### config.mk
export PLATFORM = sky130hd
export DESIGN_NAME = first_fit_heap_allocator_core
export DESIGN_NICKNAME = d
export VERILOG_FILES = /design/src/ffha_pkg.sv /design/src/ffha_table.sv /design/src/ffha_seq.sv /design/src/first_fit_heap_allocator_core.sv
export SDC_FILE = /design/constraint.sdc
export NUM_CORES = 2
export LEC_CHECK = 0
export BUFFER_PORTS_ARGS = -buffer_cell sky130_fd_sc_hd__buf_2
export CORE_UTILIZATION = 40
export DETAILED_ROUTE_END_ITERATION = 6
export PLACE_DENSITY = 0.55
export SLEW_MARGIN = 15
export SYNTH_ARGS = -nofsm -noshare
export SYNTH_HDL_FRONTEND = slang
export SYNTH_SLANG_ARGS = --single-unit
### constraint.sdc
create_clock -name clk -period 14.7 [get_ports clk]
set_input_delay 2.94 -clock clk [delete_from_list [all_inputs] [get_ports clk]]
set_output_delay 2.94 -clock clk [all_outputs]
set_load 0.01 [all_outputs]
### src/ffha_pkg.sv
package ffha_pkg;

	localparam int MAX_BLOCKS   = 32;
	localparam int IDX_W        = $clog2(MAX_BLOCKS);
	localparam int HEADER_BYTES = 8;
	localparam int ALIGN_BYTES  = 4;
	localparam int START_W      = 16;
	localparam int LEN_W        = 17;
	localparam int ADDR_W       = 32;
	localparam int CFG_IDX_W    = 1;
	localparam int CFG_DATA_W   = 32;
	localparam int HEAP_MAX     = 65536;

	localparam logic [IDX_W-1:0]     HEAD_IDX   = IDX_W'(0);
	localparam logic [IDX_W-1:0]     TAIL_IDX   = IDX_W'(1);
	localparam logic [IDX_W-1:0]     LAST_STEP  = IDX_W'(MAX_BLOCKS - 1);
	localparam logic [START_W-1:0]   RESET_TAIL = START_W'(HEAP_MAX - HEADER_BYTES);
	localparam logic [CFG_IDX_W-1:0] REG_HEAP_BASE  = CFG_IDX_W'(0);
	localparam logic [CFG_IDX_W-1:0] REG_HEAP_BYTES = CFG_IDX_W'(1);
	localparam logic [LEN_W-1:0]     RESET_HEAP_BYTES = LEN_W'(HEAP_MAX);

	typedef enum logic [2:0] {
		ST_IDLE,
		ST_LOAD,
		ST_SCAN,
		ST_PLACE,
		ST_FREE,
		ST_DONE
	} seq_state_t;

	typedef struct packed {
		logic [START_W-1:0] start;
		logic [LEN_W-1:0]   length;
		logic [IDX_W-1:0]   link;
		logic               used;
	} entry_t;

	typedef struct packed {
		logic               init;
		logic [START_W-1:0] tail;
		logic               ent_we;
		logic [IDX_W-1:0]   ent_idx;
		entry_t             ent;
		logic               len_we;
		logic [IDX_W-1:0]   len_idx;
		logic [LEN_W-1:0]   len_val;
		logic               link_we;
		logic [IDX_W-1:0]   link_idx;
		logic [IDX_W-1:0]   link_val;
		logic               unuse_we;
		logic [IDX_W-1:0]   unuse_idx;
	} tbl_cmd_t;

	typedef struct packed {
		logic              valid;
		logic [ADDR_W-1:0] addr;
		logic              fail;
	} res_t;

endpackage

### src/ffha_table.sv
module ffha_table
	import ffha_pkg::*;
(
	input  logic                  clk,
	input  logic                  arst_n,
	input  tbl_cmd_t              cmd,
	input  logic [IDX_W-1:0]      rd_idx,
	output entry_t                rd,
	output logic [MAX_BLOCKS-1:0] used_vec,
	output logic                  free_found,
	output logic [IDX_W-1:0]      free_idx
);

	logic [START_W-1:0] start_q  [MAX_BLOCKS];
	logic [LEN_W-1:0]   length_q [MAX_BLOCKS];
	logic [IDX_W-1:0]   link_q   [MAX_BLOCKS];
	logic               used_q   [MAX_BLOCKS];

	// hold the block table; init rebuilds the empty heap
	always_ff @(posedge clk or negedge arst_n) begin
		if (!arst_n) begin
			for (int i = 0; i < MAX_BLOCKS; i++) begin
				start_q[i]  <= (IDX_W'(i) == TAIL_IDX) ? RESET_TAIL : '0;
				length_q[i] <= '0;
				link_q[i]   <= (IDX_W'(i) == HEAD_IDX || IDX_W'(i) == TAIL_IDX) ? TAIL_IDX : '0;
				used_q[i]   <= (IDX_W'(i) == HEAD_IDX || IDX_W'(i) == TAIL_IDX);
			end
		end else if (cmd.init) begin
			for (int i = 0; i < MAX_BLOCKS; i++) begin
				start_q[i]  <= (IDX_W'(i) == TAIL_IDX) ? cmd.tail : '0;
				length_q[i] <= '0;
				link_q[i]   <= (IDX_W'(i) == HEAD_IDX || IDX_W'(i) == TAIL_IDX) ? TAIL_IDX : '0;
				used_q[i]   <= (IDX_W'(i) == HEAD_IDX || IDX_W'(i) == TAIL_IDX);
			end
		end else begin
			if (cmd.ent_we) begin
				start_q[cmd.ent_idx]  <= cmd.ent.start;
				length_q[cmd.ent_idx] <= cmd.ent.length;
				link_q[cmd.ent_idx]   <= cmd.ent.link;
				used_q[cmd.ent_idx]   <= cmd.ent.used;
			end
			if (cmd.len_we) begin
				length_q[cmd.len_idx] <= cmd.len_val;
			end
			if (cmd.link_we) begin
				link_q[cmd.link_idx] <= cmd.link_val;
			end
			if (cmd.unuse_we) begin
				used_q[cmd.unuse_idx] <= 1'b0;
			end
		end
	end

	// read one entry per cycle
	always_comb begin
		rd.start  = start_q[rd_idx];
		rd.length = length_q[rd_idx];
		rd.link   = link_q[rd_idx];
		rd.used   = used_q[rd_idx];
	end

	// find the lowest unused slot above head and tail
	always_comb begin
		free_found = 1'b0;
		free_idx   = '0;
		for (int i = 0; i < MAX_BLOCKS; i++) begin
			used_vec[i] = used_q[i];
		end
		for (int i = MAX_BLOCKS - 1; i >= 2; i--) begin
			if (!used_q[i]) begin
				free_found = 1'b1;
				free_idx   = IDX_W'(i);
			end
		end
	end

endmodule

### src/ffha_seq.sv
module ffha_seq
	import ffha_pkg::*;
(
	input  logic                clk,
	input  logic                arst_n,
	input  logic                in_valid,
	output logic                in_ready,
	input  logic                action,
	input  logic [15:0]         request_bytes,
	input  logic [ADDR_W-1:0]   release_address,
	input  logic [ADDR_W-1:0]   heap_base,
	input  logic                out_free,
	output res_t                res,
	output logic [IDX_W-1:0]    rd_idx,
	input  entry_t              rd,
	input  logic                free_found,
	input  logic [IDX_W-1:0]    free_idx,
	output tbl_cmd_t            cmd
);

	seq_state_t state_q, state_d;

	logic [IDX_W-1:0]   cur_q, cur_d, prev_q, prev_d, clink_q, clink_d, steps_q, steps_d;
	logic [START_W-1:0] cs_q, cs_d;
	logic [LEN_W-1:0]   cl_q, cl_d, need_q, need_d;
	logic [ADDR_W-1:0]  off_q, off_d, addr_q, addr_d;
	logic               fail_q, fail_d;

	logic               accept;
	logic [LEN_W-1:0]   need_sum;
	logic [START_W+1:0] blk_end;
	logic               fits;
	logic               head_fill;
	logic               hit;
	logic [START_W-1:0] new_start;

	assign accept    = in_valid && in_ready;
	assign need_sum  = {1'b0, request_bytes} + LEN_W'(HEADER_BYTES + ALIGN_BYTES - 1);
	// shared add and compare: gap after current block against the need
	assign blk_end   = {2'b00, cs_q} + {1'b0, cl_q};
	assign fits      = ({3'b000, rd.start}) >= ({1'b0, blk_end} + {2'b00, need_q});
	assign head_fill = (cur_q == HEAD_IDX) && (cl_q == '0);
	assign new_start = blk_end[START_W-1:0];
	assign hit       = ({{(ADDR_W-START_W){1'b0}}, rd.start} == off_q);

	// next state
	always_comb begin
		state_d = state_q;
		unique case (state_q)
			ST_IDLE: begin
				if (accept) begin
					if (action) begin
						state_d = (release_address == '0) ? ST_DONE : ST_FREE;
					end else begin
						state_d = (request_bytes == '0) ? ST_DONE : ST_LOAD;
					end
				end
			end
			ST_LOAD: state_d = ST_SCAN;
			ST_SCAN: begin
				if (fits) begin
					state_d = ST_PLACE;
				end else if (clink_q == TAIL_IDX || steps_q == LAST_STEP) begin
					state_d = ST_DONE;
				end
			end
			ST_PLACE: state_d = ST_DONE;
			ST_FREE: begin
				if (hit || cur_q == TAIL_IDX || steps_q == LAST_STEP) begin
					state_d = ST_DONE;
				end
			end
			ST_DONE: begin
				if (out_free) begin
					state_d = ST_IDLE;
				end
			end
			default: state_d = ST_IDLE;
		endcase
	end

	// datapath and table commands
	always_comb begin
		cur_d   = cur_q;
		prev_d  = prev_q;
		clink_d = clink_q;
		steps_d = steps_q;
		cs_d    = cs_q;
		cl_d    = cl_q;
		need_d  = need_q;
		off_d   = off_q;
		addr_d  = addr_q;
		fail_d  = fail_q;
		cmd     = '0;
		rd_idx  = cur_q;
		in_ready = (state_q == ST_IDLE);
		res.valid = (state_q == ST_DONE) && out_free;
		res.addr  = addr_q;
		res.fail  = fail_q;
		unique case (state_q)
			ST_IDLE: begin
				if (accept) begin
					cur_d   = HEAD_IDX;
					prev_d  = HEAD_IDX;
					steps_d = '0;
					addr_d  = '0;
					fail_d  = 1'b1;
					need_d  = LEN_W'((need_sum / ALIGN_BYTES) * ALIGN_BYTES);
					off_d   = release_address - ADDR_W'(HEADER_BYTES) - heap_base;
				end
			end
			ST_LOAD: begin
				cs_d    = rd.start;
				cl_d    = rd.length;
				clink_d = rd.link;
			end
			ST_SCAN: begin
				rd_idx = clink_q;
				if (!fits) begin
					// advance to the next block
					cur_d   = clink_q;
					cs_d    = rd.start;
					cl_d    = rd.length;
					clink_d = rd.link;
					steps_d = steps_q + 1'b1;
				end
			end
			ST_PLACE: begin
				if (head_fill) begin
					cmd.len_we  = 1'b1;
					cmd.len_idx = HEAD_IDX;
					cmd.len_val = need_q;
					fail_d = 1'b0;
					addr_d = heap_base + ADDR_W'(cs_q) + ADDR_W'(HEADER_BYTES);
				end else if (free_found) begin
					// link a new block in after the current one
					cmd.ent_we     = 1'b1;
					cmd.ent_idx    = free_idx;
					cmd.ent.start  = new_start;
					cmd.ent.length = need_q;
					cmd.ent.link   = clink_q;
					cmd.ent.used   = 1'b1;
					cmd.link_we    = 1'b1;
					cmd.link_idx   = cur_q;
					cmd.link_val   = free_idx;
					fail_d = 1'b0;
					addr_d = heap_base + ADDR_W'(new_start) + ADDR_W'(HEADER_BYTES);
				end
			end
			ST_FREE: begin
				if (hit) begin
					if (cur_q == HEAD_IDX) begin
						cmd.len_we  = 1'b1;
						cmd.len_idx = HEAD_IDX;
						cmd.len_val = '0;
						fail_d = 1'b0;
					end else if (cur_q != TAIL_IDX) begin
						// unlink the block
						cmd.link_we   = 1'b1;
						cmd.link_idx  = prev_q;
						cmd.link_val  = rd.link;
						cmd.len_we    = 1'b1;
						cmd.len_idx   = cur_q;
						cmd.len_val   = '0;
						cmd.unuse_we  = 1'b1;
						cmd.unuse_idx = cur_q;
						fail_d = 1'b0;
					end
				end else begin
					prev_d  = cur_q;
					cur_d   = rd.link;
					steps_d = steps_q + 1'b1;
				end
			end
			ST_DONE: begin
			end
			default: begin
			end
		endcase
	end

	always_ff @(posedge clk or negedge arst_n) begin
		if (!arst_n) begin
			state_q <= ST_IDLE;
		end else begin
			state_q <= state_d;
		end
	end

	always_ff @(posedge clk) begin
		cur_q   <= cur_d;
		prev_q  <= prev_d;
		clink_q <= clink_d;
		steps_q <= steps_d;
		cs_q    <= cs_d;
		cl_q    <= cl_d;
		need_q  <= need_d;
		off_q   <= off_d;
		addr_q  <= addr_d;
		fail_q  <= fail_d;
	end

endmodule

### src/first_fit_heap_allocator_core.sv
// First-fit heap allocator over an address-ordered table of blocks.
// Input channel (in_valid/in_ready): action 0 allocates request_bytes of
// payload, action 1 frees release_address. Each beat yields exactly one beat
// on the output channel (out_valid/out_ready): granted_address and failed.
// One item is in work at a time; in_ready is high only while idle.
// An allocate loads the head entry, walks the blocks in address order (1..32
// of them) until a gap fits, then places the block; an allocate that finds
// no gap ends after the walk; a free walks the blocks until one matches; a
// zero request or a null free goes straight to the result. The table walk
// sets the worst case; it reads one entry per cycle through one read port
// and one shared add/compare.
// The result sits in an output register; while the receiver stalls the
// sequencer holds its finished result and takes no new item.
// Reset (arst_n low) empties the heap: head block at offset 0 with length 0,
// tail sentinel one header below the heap end. A configuration write
// (cfg_we) rebuilds the table the same way and is meant for idle periods.
module first_fit_heap_allocator_core
	import ffha_pkg::*;
(
	input  logic                  clk,
	input  logic                  arst_n,
	input  logic                  in_valid,
	output logic                  in_ready,
	input  logic                  action,
	input  logic [15:0]           request_bytes,
	input  logic [ADDR_W-1:0]     release_address,
	output logic                  out_valid,
	input  logic                  out_ready,
	output logic [ADDR_W-1:0]     granted_address,
	output logic                  failed,
	input  logic                  cfg_we,
	input  logic [CFG_IDX_W-1:0]  cfg_index,
	input  logic [CFG_DATA_W-1:0] cfg_data
);

	logic [ADDR_W-1:0] heap_base_q;
	logic [LEN_W-1:0]  heap_bytes_q, bytes_d, size_d;
	logic [START_W-1:0] tail_d;

	logic              out_valid_q;
	logic [ADDR_W-1:0] granted_q;
	logic              failed_q;
	logic              out_free;

	res_t                  res;
	tbl_cmd_t              seq_cmd, tbl_cmd;
	entry_t                rd;
	logic [IDX_W-1:0]      rd_idx, free_idx;
	logic [MAX_BLOCKS-1:0] used_vec;
	logic                  free_found;

	// hold configuration registers
	always_ff @(posedge clk or negedge arst_n) begin
		if (!arst_n) begin
			heap_base_q  <= '0;
			heap_bytes_q <= RESET_HEAP_BYTES;
		end else if (cfg_we) begin
			unique case (cfg_index)
				REG_HEAP_BASE:  heap_base_q  <= cfg_data[ADDR_W-1:0];
				REG_HEAP_BYTES: heap_bytes_q <= cfg_data[LEN_W-1:0];
				default: ;
			endcase
		end
	end

	// place tail sentinel from the heap size being written
	always_comb begin
		bytes_d = (cfg_index == REG_HEAP_BYTES) ? cfg_data[LEN_W-1:0] : heap_bytes_q;
		size_d  = (bytes_d > LEN_W'(HEAP_MAX)) ? LEN_W'(HEAP_MAX) : bytes_d;
		tail_d  = (size_d >= LEN_W'(HEADER_BYTES)) ?
			START_W'(size_d - LEN_W'(HEADER_BYTES)) : '0;
		tbl_cmd      = seq_cmd;
		tbl_cmd.init = cfg_we;
		tbl_cmd.tail = tail_d;
	end

	ffha_seq u_seq (
		.clk             (clk),
		.arst_n          (arst_n),
		.in_valid        (in_valid),
		.in_ready        (in_ready),
		.action          (action),
		.request_bytes   (request_bytes),
		.release_address (release_address),
		.heap_base       (heap_base_q),
		.out_free        (out_free),
		.res             (res),
		.rd_idx          (rd_idx),
		.rd              (rd),
		.free_found      (free_found),
		.free_idx        (free_idx),
		.cmd             (seq_cmd)
	);

	ffha_table u_table (
		.clk        (clk),
		.arst_n     (arst_n),
		.cmd        (tbl_cmd),
		.rd_idx     (rd_idx),
		.rd         (rd),
		.used_vec   (used_vec),
		.free_found (free_found),
		.free_idx   (free_idx)
	);

	// output register: load a finished result, drop it on the taken beat
	assign out_free = !out_valid_q || out_ready;

	always_ff @(posedge clk or negedge arst_n) begin
		if (!arst_n) begin
			out_valid_q <= 1'b0;
		end else if (res.valid) begin
			out_valid_q <= 1'b1;
		end else if (out_ready) begin
			out_valid_q <= 1'b0;
		end
	end

	always_ff @(posedge clk) begin
		if (res.valid) begin
			granted_q <= res.fail ? '0 : res.addr;
			failed_q  <= res.fail;
		end
	end

	assign out_valid       = out_valid_q;
	assign granted_address = granted_q;
	assign failed          = failed_q;

	// busy after taking a beat
	assert property (@(posedge clk) disable iff (!arst_n)
		(in_valid && in_ready) |=> !in_ready)
		else $error("accepted a beat while busy");

	// a failed result never carries an address
	assert property (@(posedge clk) disable iff (!arst_n)
		(out_valid && failed) |-> (granted_address == '0))
		else $error("failed result with address");

	// head and tail stay in the table
	assert property (@(posedge clk) disable iff (!arst_n)
		used_vec[HEAD_IDX] && used_vec[TAIL_IDX])
		else $error("head or tail slot released");

	// a result is loaded only into a free output register
	assert property (@(posedge clk) disable iff (!arst_n)
		res.valid |-> out_free)
		else $error("result overwrote pending beat");

endmodule
# Word level (Yosys, flattened, before mapping)
# Index checks and enable logic that the tools add are counted.
[totals]
output_inout_bits = 35
in_bits = 87
elab_cells = 382
reg_bits = 1467
[classes]
n_bitwise = 8
n_mux = 156
n_lt_le_gt_ge = 12
add_sub_neg = 11
n_eq_ne = 19
reduce_logical = 32
[ops]
columns = ["operator", "n"]
rows = [
  ["$mux 544", 4],
  ["$bwmux 544", 2],
  ["$mux 512", 2],
  ["$mux 160", 4],
  ["$bwmux 512", 1],
  ["$bwmux 160", 2],
  ["$mux 32", 7],
  ["$mux 5", 42],
  ["$demux 17 s5", 2],
  ["$mux 17", 8],
  ["$mux 45", 3],
  ["$bmux 17 s5", 1],
  ["$bmux 16 s5", 1],
  ["$demux 16 s5", 1],
  ["$mux 16", 5],
  ["$mux 40", 2],
  ["$pmux 34 s2", 1],
  ["$add 32x16->32", 2],
  ["$add 32x4->32 const B", 2],
  ["$pmux 32 s2", 1],
  ["$demux 5 s5", 2],
  ["$mux 23", 2],
  ["$mux 1", 41],
  ["$pmux 17 s2", 1],
  ["52 further kinds", 99],
]

# Logic depth before layout (Yosys ltp)
[depth]
ltp_word = 44
mapped_depth = 29

# Modules after synthesis
# A second synthesis with hierarchy kept.
[unflattened]
hier_cells = 9422
area_unflattened_um2 = 82709.3
[modules_own_cells]
columns = ["mod", "cells_each", "seq_area_each_um2", "area_each_um2", "instances"]
rows = [
  ["ffha_table", 7733, 31251.2, 66431.2, 1],
  ["ffha_seq", 1314, 4068.9, 12293.0, 1],
  ["first_fit_heap_allocator_core", 375, 2243.4, 3985.1, 1],
]

# Worst setup path after synthesis
# OpenSTA, ideal clock, no wires.
[synth_timing]
path_kind = "reg2reg"
start = "reg u_seq.cl_q[0]"
end = "reg u_seq.cl_q[0] (enable)"
arrival_ns = 6.268
slack_ns = 7.999
stages_incl_launch_ff = 30
required_time_ns = 14.267
path_buffers = 0
period_less_slack_ns = 6.701
path_cell_list = "edfxtp_1 > ha_1 > fa_1 > a21o_1 > a21oi_1 > o21bai_1 > a21oi_1 > o21bai_1 > a21oi_1 > o21bai_1 > a21oi_1 > xnor2_1 > ha_1 > and2_1 > a22oi_1 > inv_1 > a31o_2 > nor2_1 > xor2_1 > ha_1 > a21oi_1 > nor2b_1 > o21ai_0 > nand2b_1 > a21oi_1 > o31ai_1 > and4b_1 > nor2b_1 > nor2_1 > nor2_1"
[synth_via]
elab_chain_cells = 5
[synth_rtl]
columns = ["item", "line", "source"]
rows = [
  ["from (decl)", "ffha_seq.sv:25", "logic [LEN_W-1:0] cl_q, cl_d, need_q, need_d;"],
  ["from (signal assigned)", "ffha_seq.sv:196", "cl_q <= cl_d;"],
  ["$add 16x17->18", "ffha_seq.sv:40", "assign blk_end = {2'b00, cs_q} + {1'b0, cl_q};"],
  ["$add 18x17->19", "ffha_seq.sv:41", "assign fits = ({3'b000, rd.start}) >= ({1'b0, blk_end} + {2'b00, need_q});"],
  ["$ge 16x19->1", "ffha_seq.sv:41", ""],
  ["$ne 2x2->1 (no source line)", "--", ""],
  ["$reduce_and 2->1 (no source line)", "--", ""],
]
# Every way passes these cells.
# A chain may end at the register's enable or synchronous reset.

==> flow_metrics.env <==
export IMPL_status="completed"
export IMPL_clock_path_buffers=3
export IMPL_netlist_cell_type_count=91
export IMPL_crit_required_ns=15.38
export IMPL_groute_usage_overall=0.285
export IMPL_route_vias_total=65200
export IMPL_skew_ns=0.0325
export IMPL_io_buffers=121
export IMPL_ys_warn_count=0
export IMPL_cts_buffers_inserted=166
export IMPL_place_congestion=0.905
export IMPL_max_slew_worst_pin_slew_ns=1.25
export IMPL_grt_pass1_vias=62600
export IMPL_synth_common_cells="1,750 x nand2_1, 1,283 x dfrtp_1, 617 x a21oi_1"
export IMPL_synth_largest_area_cell="dfrtp_1"
export IMPL_yosysMostFrequentCell="nand2_1"
export IMPL_slew_viol_final=0
export IMPL_power_leakage_uw=0.0365
export IMPL_syn_to_final_growth_pct=10.0
export IMPL_period_share=0.593
export IMPL_avgSynthCellArea_um2=8.98
export IMPL_worstSetupEndpointType="register"
export IMPL_hp_start="u_table.start_q[485]$_DFFE_PN1P_"
export IMPL_synth_area_um2=77700
export IMPL_synth_top_cell_area_share=0.413
export IMPL_powerDensity_nw_per_um2=200
export IMPL_min_period_ns=8.72
export IMPL_worstPathMaxFanout=71
export IMPL_syn_nets=8924
export IMPL_p_total_uw=17100
export IMPL_clock_sinks=1465
export IMPL_dp_hpwl_um=175000
export IMPL_ys_flop_type="dfrtp_1"
export IMPL_htree_levels=4
export IMPL_clk_latency_ns=0.82
export IMPL_timing_rr_end="u_table.link_q[92]$_DFF_PN0_"
export IMPL_rsz0062_at_grt="no"
export IMPL_post_cts_resized=0
export IMPL_hold_end="u_table.start_q[485]$_DFFE_PN1P_"
export IMPL_synth_edff_count=166
export IMPL_synth_cells=8657
export IMPL_cp_data_arrival_time_ns=9.40
export IMPL_ant_nets=0
export IMPL_dieHeight_um=443
export IMPL_r2r_cells=16
export IMPL_path_class="reg -> reg"
export IMPL_cts_root_buffer="clkbuf_16"
export IMPL_design_core_area_um2=193000
export IMPL_worstSetupStartpointType="register"
export IMPL_vdd_drop_max_mv=0.183
export IMPL_synth_seq_cells=1465
export IMPL_grt_max_degree=267
export IMPL_nets=8606
export IMPL_num_rows=161
export IMPL_synthTopCellsByArea="dfrtp_1 41%, nand2_1 8.5%, edfxtp_1 6.4%"
export IMPL_hold_violations=0
export IMPL_relSlewSlack=0.162
export IMPL_grt_pass1_wl_um=422000
export IMPL_max_freq_mhz=115
export IMPL_postCtsSetupBuffers=0
export IMPL_tns_ns=0
export IMPL_regToRegSetupSlack_ns=5.98
export IMPL_synth_async_reset_ratio=0.887
export IMPL_drt_iter0_markers=7102
export IMPL_cts_clk_slew_worst_paths_ns=0.06
export IMPL_hold_path_class="reg -> reg"
export IMPL_io_pins=122
export IMPL_start_util=0.403
export IMPL_cap_violations=0
export IMPL_antenna_found_initial=8
export IMPL_dieWidth_um=443
export IMPL_postCtsHoldBufs=0
export IMPL_wl_per_cell_um=25.9
export IMPL_die_area_um2=196000
export IMPL_drcViolationCount=0
export IMPL_viasPerCell=5.93
export IMPL_ys_seq_area_frac=0.483
export IMPL_drt_total_wl_um=284000
export IMPL_cts_tree="yes"
export IMPL_setup_viol=0
export IMPL_r2r_start="u_seq.state_q[2]$_DFFE_PN0P_"
export IMPL_drive_gt1_frac=0.0985
export IMPL_holdPathStages=2
export IMPL_grt_ovfl_total=0
export IMPL_first_pass_iters=6
## sequential cells by signal, summed over array words and instances (netlist names)
| register | count |
|---|---|
| failed | 1 |
| granted_address | 32 |
| heap_base_q | 32 |
| heap_bytes_q | 17 |
| out_valid | 1 |
| u_seq.addr_q | 32 |
| u_seq.cl_q | 17 |
| u_seq.clink_q | 5 |
| u_seq.cs_q | 16 |
| u_seq.cur_q | 5 |
| u_seq.fail_q | 1 |
| u_seq.need_q | 15 |
| u_seq.off_q | 32 |
| u_seq.prev_q | 5 |
| u_seq.state_q | 3 |
| u_seq.steps_q | 5 |
| u_table.length_q | 544 |
| u_table.link_q | 160 |
| u_table.start_q | 512 |
| u_table.used_vec | 30 |
## layout by cell type (no fill, tap or decap), drive strengths merged, types with 28 or more instances in the layout
master,count
nand3,423
a21oi,618
a31oi,86
a211oi,46
clkbuf,260
xor2,46
nor3,61
mux2i,252
buf,272
inv,184
and2,87
nand3b,469
or2,28
edfxtp,166
a221oi,67
o22ai,51
dfrtp,1283
nor3b,51
and3,85
xnor2,80
clkinv,28
or3,30
mux2,196
nor2b,96
ha,175
nor2,557
o21ai,546
a21o,79
a311oi,116
nor4,37
nand2,1750
## routing by layer
metal | up-vias | wire length [µm] | GRT usage
met5 | - | 13 | 0
met4 | 2 | 10000 | 0.101
met3 | 469 | 21100 | 0.0489
met2 | 2588 | 130000 | 0.444
met1 | 32900 | 123000 | 0.398
li1 | 29300 | - | -
## kinds of logic after synthesis
kind of cell    Yosys count  synth area share
flops                  1465             0.483
fa+ha+maj               180            0.0295
mux                     452            0.0620
xor+xnor                126            0.0142
simple gates           3738             0.229
compound gates         1759             0.135
buf+inv                 937            0.0479
## cell type report
cell class / instances / area [µm²]
multi-input cells: 6255 / 36900
diodes: 3 / 7.51
repair buffers: 272 / 1880
fillers: 18600 / 107000
flip-flops and latches: 1465 / 37500
inverters: 179 / 672
clock inverters: 38 / 340
clock buffers: 260 / 5060
well taps: 2526 / 3160
## critical path, cell delays in order (launching register included)
cell	delay (ns)
dfrtp_1	0.78
nor3b_4	0.07
buf_4	0.28
o21ai_4	0.91
buf_4	0.44
buf_4	0.77
a221oi_1	0.22
o21ai_0	0.23
nor4bb_1	0.35
nor3b_1	0.99
xnor2_1	0.21
nand4_1	0.28
nor4_4	0.97
nand2_1	0.27
o32ai_1	0.89
nand3_1	0.46
mux2_2	0.40
## report_power, final
group	internal (µW)	switching [µW]
combinational	2490	5750
sequential	4460	220
clock	2410	1770
## metrics by stage
step / instance area, µm² / hold slack, ns / setup WS (ns) / utilization / instances
detailed placement: 80100 / 0.471 / 6.15 / 0.415 / 10700
finish: 85500 / 0.478 / 5.98 / 0.444 / 11000
global placement: 80100 / 0.459 / 6.35 / 0.415 / 10700
global route: 85500 / 0.493 / 5.70 / 0.444 / 11000
floorplan: 77700 / 0.445 / 8.00 / - / 8657
CTS: 85500 / 0.482 / 6.11 / 0.443 / 11000
## how the worst max path moves through the flow
stage                     slack, ns                         endpoint                    startpoint  cells after the start
after global placement         6.35     u_table.link_q[93]$_DFF_PN0_  u_seq.state_q[1]$_DFFE_PN0P_                     16
final                          5.98     u_table.link_q[92]$_DFF_PN0_  u_seq.state_q[2]$_DFFE_PN0P_                     16
after floorplan                8.00          u_seq.cl_q[0]$_DFFE_PP_       u_seq.cl_q[0]$_DFFE_PP_                     29
after detailed placement       6.15     u_table.link_q[92]$_DFF_PN0_  u_seq.state_q[1]$_DFFE_PN0P_                     16
after global routing           5.70  u_table.length_q[304]$_DFF_PN0_  u_seq.state_q[1]$_DFFE_PN0P_                     16
after CTS                      6.11     u_table.link_q[92]$_DFF_PN0_  u_seq.state_q[1]$_DFFE_PN0P_                     16
Note: power is estimated with default switching activity, not from simulation.
